### src/rtl/smau_ram.sv
`timescale 1ns / 1ps
`default_nettype none

module smau_ram #(
  parameter int Width = 32,
  parameter int Depth = 16
) (
  input  wire logic                     clk_i,
  input  wire logic                     we_i,
  input  wire logic [$clog2(Depth)-1:0] waddr_i,
  input  wire logic [Width-1:0]         wdata_i,
  input  wire logic [$clog2(Depth)-1:0] raddr_i,
  output logic      [Width-1:0]         rdata_o
);

  logic [Width-1:0] mem_q [Depth];
  logic [Width-1:0] rdata_q;

  always_ff @(posedge clk_i) begin
    if (we_i) begin
      mem_q[waddr_i] <= wdata_i;
    end
    rdata_q <= mem_q[raddr_i];
  end

  assign rdata_o = rdata_q;

endmodule

`default_nettype wire

### config.mk
export PLATFORM = sky130hd
export DESIGN_NAME = smau_ram
export DESIGN_NICKNAME = d
export VERILOG_FILES = /design/src/rtl/smau_ram.sv
export SDC_FILE = /design/constraint.sdc
export NUM_CORES = 1
export LEC_CHECK = 0
export BUFFER_PORTS_ARGS = -buffer_cell sky130_fd_sc_hd__buf_4
export CAP_MARGIN = 20
export CELL_PAD_IN_SITES_DETAIL_PLACEMENT = 1
export CELL_PAD_IN_SITES_GLOBAL_PLACEMENT = 1
export CORE_UTILIZATION = 50
export CTS_CLUSTER_SIZE = 24
export DETAILED_ROUTE_END_ITERATION = 16
export PLACE_DENSITY = 0.84
export SLEW_MARGIN = 20
export SYNTH_ARGS = -nofsm -noshare
export SYNTH_HDL_FRONTEND = slang
export SYNTH_SLANG_ARGS = --single-unit
### constraint.sdc
create_clock -name clk_i -period 5.5 [get_ports clk_i]
set_input_delay 1.1 -clock clk_i [delete_from_list [all_inputs] [get_ports clk_i]]
set_output_delay 1.1 -clock clk_i [all_outputs]
set_load 0.01 [all_outputs]
# Word-level counts from Yosys, hierarchy flattened
# Memories as Yosys holds them, arrays and structs flattened. A register that Yosys moved wholly into a read port is not among the register bits.
# Index checks and enable logic that the tools add are counted.
# word_totals
reg_bits	0
ramBits	512
input_bits	42
output_inout_bits	32
elab_cells	3
n_memories	1
# mem_list
memory	words	width	read_ports	rd_clocked_by_memory_dff	wr	line_no	rtl
mem_q	16	32	1	1	1	16	logic [Width-1:0] mem_q [Depth];
# op_classes
mux	2
# op_table
operator	count
$mux W1	2

# Logic depth before layout (Yosys ltp)
# depth
ltp_word	2
depth_mapped	5
depth_no_buf	3

# Worst setup path after synthesis
# Ideal clock, no wire load.
# synth_timing
path_type	input-to-reg
from	in waddr_i[2]
to	mem mem_q[0][0] (enable)
setup_ns	0.461
t_arrival_ns	3.818
t_required_ns	5.039
setup_slack_ns	1.220
stages	2
n_path_buf	0
cell_sequence	or3b_2 > nor3_1
# synth_lines
element	line_no	rtl
start, declared	10	input wire logic [$clog2(Depth)-1:0] waddr_i,
end, declared	16	
# No word-level cell before the write port.

# Worst setup path in the final report
# layout_timing
from	in waddr_i[2]
to	mem mem_q[11][29] (enable)
# No word-level cell before the write port.

==> summary.md <==
| Metric | Value |
|---|---|
| Outcome | complete, no violations |
| Worst-margin pin slew | 1.11 ns |
| Post-synth EDFFs | 512 |
| Uppermost layer routed | met4 |
| Share of layout cells above drive strength 1 | 32.5% |
| Grt total ovfl | 0 |
| Headroom to the max-slew limit | 25.5% |
| Primary FF master, synth | edfxtp_1 |
| Largest net degree at the start of global routing | 73 |
| Worst Clk Skew | 0.0148 ns |
| Net switching power | 1.81 mW |
| Fmax | 365 MHz |
| GPL Wtd Cong | 0.719 |
| Post-CTS Setup Bufs | 0 |
| Setup TNS | 0 ns |
| R2R setup slack | 4.09 ns |
| Reg area | 0.0160 mm² |
| Row cnt | 72 |
| Post-synthesis sequential area ratio | 80.7% |
| Critical path startpoint | waddr_i[2] |
| Root Buffer | clkbuf_16 |
| I/O pin count | 74 |
| TritonCTS clock tree | yes |
| Combinational fraction of design power | 5.0% |
| Via count | 9171 |
| Sw frac | 20.8% |
| Startpoint types | primary input |
| CTS clk-pin slew, worst paths | 0.06 ns |
| HP Class | register to register |
| Final hold viol count | 0 |
| Ant diodes | 0 |
| Sink Count | 544 |
| Max Root-Sink Buffers | 3 |
| Wl on met1 | 18100 µm |
| Avg WL per Cell | 29.9 µm |
| Total track usage | 23.0% |
| Synth Net Count | 880 |
| Tcrit/Tclk final | 49.9% |
| Syn Area/Cell | 23.7 µm² |
| DPL Wire Length | 24500 µm |
| Wire length on met2 | 23300 µm |
| Cell internal pwr | 6.90 mW |
| Flops & latches, synth | 544 |
| Initial antenna violation count | 0 |
| Yosys top cell by area | edfxtp_1 |
| Pre-antenna DRT Iters | 6 |
| Effective utilization at floorplan | 51.0% |
| Final count of pins violating max slew | 0 |
| Async SR Flop Fraction | 0% |
| Crit path kind | primary input to register |
| Fin nets | 995 |
| Routed Antenna Nets | 0 |
| Core area | 0.0389 mm² |
| Number of CTS-inserted buffers | 54 |
| Hold path start | mem_q[15][1] |
| Most numerous cell in the Yosys netlist | edfxtp_1 |
| Synth warnings | 0 |
| Synth unique cells | 18 |
| Worst Hold Endpoint | rdata_o[1] |
| Maximum VDD drop | 0.288 mV |
| Post-synthesis cell area | 0.0199 mm² |
| Clock Latency Late Sink | 0.61 ns |
| Synth-to-layout area growth | 15.8% |
| Vias in the first global route | 10.1k |
| Worst Hold Depth | 3 |
| Resize count post-CTS | 0 |
| PwrDens | 378 mW/mm² |
| FF-to-FF path depth | 3 |
| Sequential power share | 53.6% |
| Iteration-0 DRC count of the detailed router | 883 |
| Reg2reg start | mem_q[0][18] |
| CP endpoint kind | register |
| Fillers | 3240 |
| Max Cap Violations | 0 |
| Die ar. | 0.0405 mm² |
| Non-Filler Instances | 1515 |
| Share of the synthesized area in the top cell type | 77.4% |
| Htree depth | 2 |
| Buffers on Ports | 73 |
| Leak | 7.40 nW |
| Total wire length | 45400 µm |
| Worst r2r dst | rdata_o[18] |
| Placed Cells incl. Taps | 1412 |
| Die H | 201 µm |
| Met3 wire len | 2930 µm |
| Top post-synthesis cells by area | edfxtp_1 77%, mux4_2 15%, dfxtp_1 3.2% |
| Critical Path RT | 5.77 ns |
| Critical path arrival | 3.01 ns |
| Drt via density | 6.05 |
| # setup viols final | 0 |
| Multi-input gate area | 0.00375 mm² |
| Die width | 201 µm |
| Minimum clock period after layout | 2.74 ns |
| Syn Inst Count | 838 |
| Residual DRC | 0 |
| Global-route wire length before repair | 66400 µm |
| RSZ-0062 raised after global routing | no |
| Top cells by count, synth | 512 x edfxtp_1, 128 x mux4_2, 64 x a22oi_1, 33 x nand2_1, 32 x dfxtp_1 |
| Hold Buf Count CTS | 0 |
| Clock power share | 41.3% |
| Worst-path fanout max | 20 |
-- kinds of logic (layout without fill, tap and decap cells) --
kind of cell,count (synthesis),after routing,synth area share [%]
flops,544,544,80.7
compound gates,64,64,2.42
buf+inv,43,202,1.12
mux,128,128,14.5
simple gates,59,59,1.27
-- worst max path at each step --
| stage | to | slack [ns] | cells past startpoint |
|---|---|---|---|
| 6_report | mem_q[11][29] | 2.76 | 4 |
| 3_5_place_dp | rdata_o[9] | 2.10 | 5 |
| 5_1_grt | rdata_o[9] | 2.61 | 5 |
| 4_1_cts | rdata_o[9] | 2.73 | 5 |
| 3_3_place_gp | rdata_o[10] | 2.19 | 5 |
| 2_1_floorplan | mem_q[0][0] | 1.22 | 2 |
-- power groups by stage --
stage / Combinational, mW / Sequential (mW) / Clock [mW]
2_1_floorplan: 0.223 / 4.76 / 0
3_3_place_gp: 0.418 / 4.75 / 0
3_5_place_dp: 0.440 / 4.75 / 0
4_1_cts: 0.443 / 4.67 / 3.67
5_1_grt: 0.469 / 4.67 / 3.80
6_report: 0.438 / 4.67 / 3.60
-- routing by layer --
metal	vias up	GRT usage, %
li1	3807	-
met1	4918	30.6
met2	365	38.4
met3	81	4.63
met4	0	7.39
met5	-	0
-- stage by stage --
stage | cell area (µm²) | worst slack [ns] | hold slack, ns | power [mW] | util, %
after global placement | 21200 | 2.19 | 0.647 | 5.16 | 54.4
final | 23000 | 2.76 | 0.676 | 8.70 | 59.1
after floorplan | 19900 | 1.22 | 0.635 | 4.98 | -
after detailed placement | 21200 | 2.10 | 0.667 | 5.19 | 54.4
after global routing | 23000 | 2.61 | 0.691 | 8.94 | 59.1
after CTS | 22900 | 2.73 | 0.680 | 8.78 | 58.9
-- final cells by class --
type,instances,share of cell area (%)
tap,518,2.82
clock inverter,16,0.854
sequential,544,69.6
clock buffer,84,6.71
timing repair buffer,102,3.66
multi-input combinational,251,16.3
-- sequential cells by signal, indices dropped and copies added, names as in the netlist --
register	flops
mem_q	512
rdata_o	32
-- layout by cell type (no fill, tap or decap), types with 3 or more instances in the layout --
master	count
a22oi_1	64
buf_12	4
buf_4	96
bufinv_16	3
clkbuf_1	22
clkbuf_16	54
clkbuf_8	9
clkinv_1	5
clkinv_2	5
dfxtp_1	32
edfxtp_1	512
mux4_2	128
nand2_1	33
nor2_4	13
nor3_2	4
-- worst max-delay path, stage by stage --
cell and delay, ns:
buf_4 0.13, nand3b_1 0.41, nor2_4 0.90, buf_4 0.45
Power figures use the tool's default switching activity.
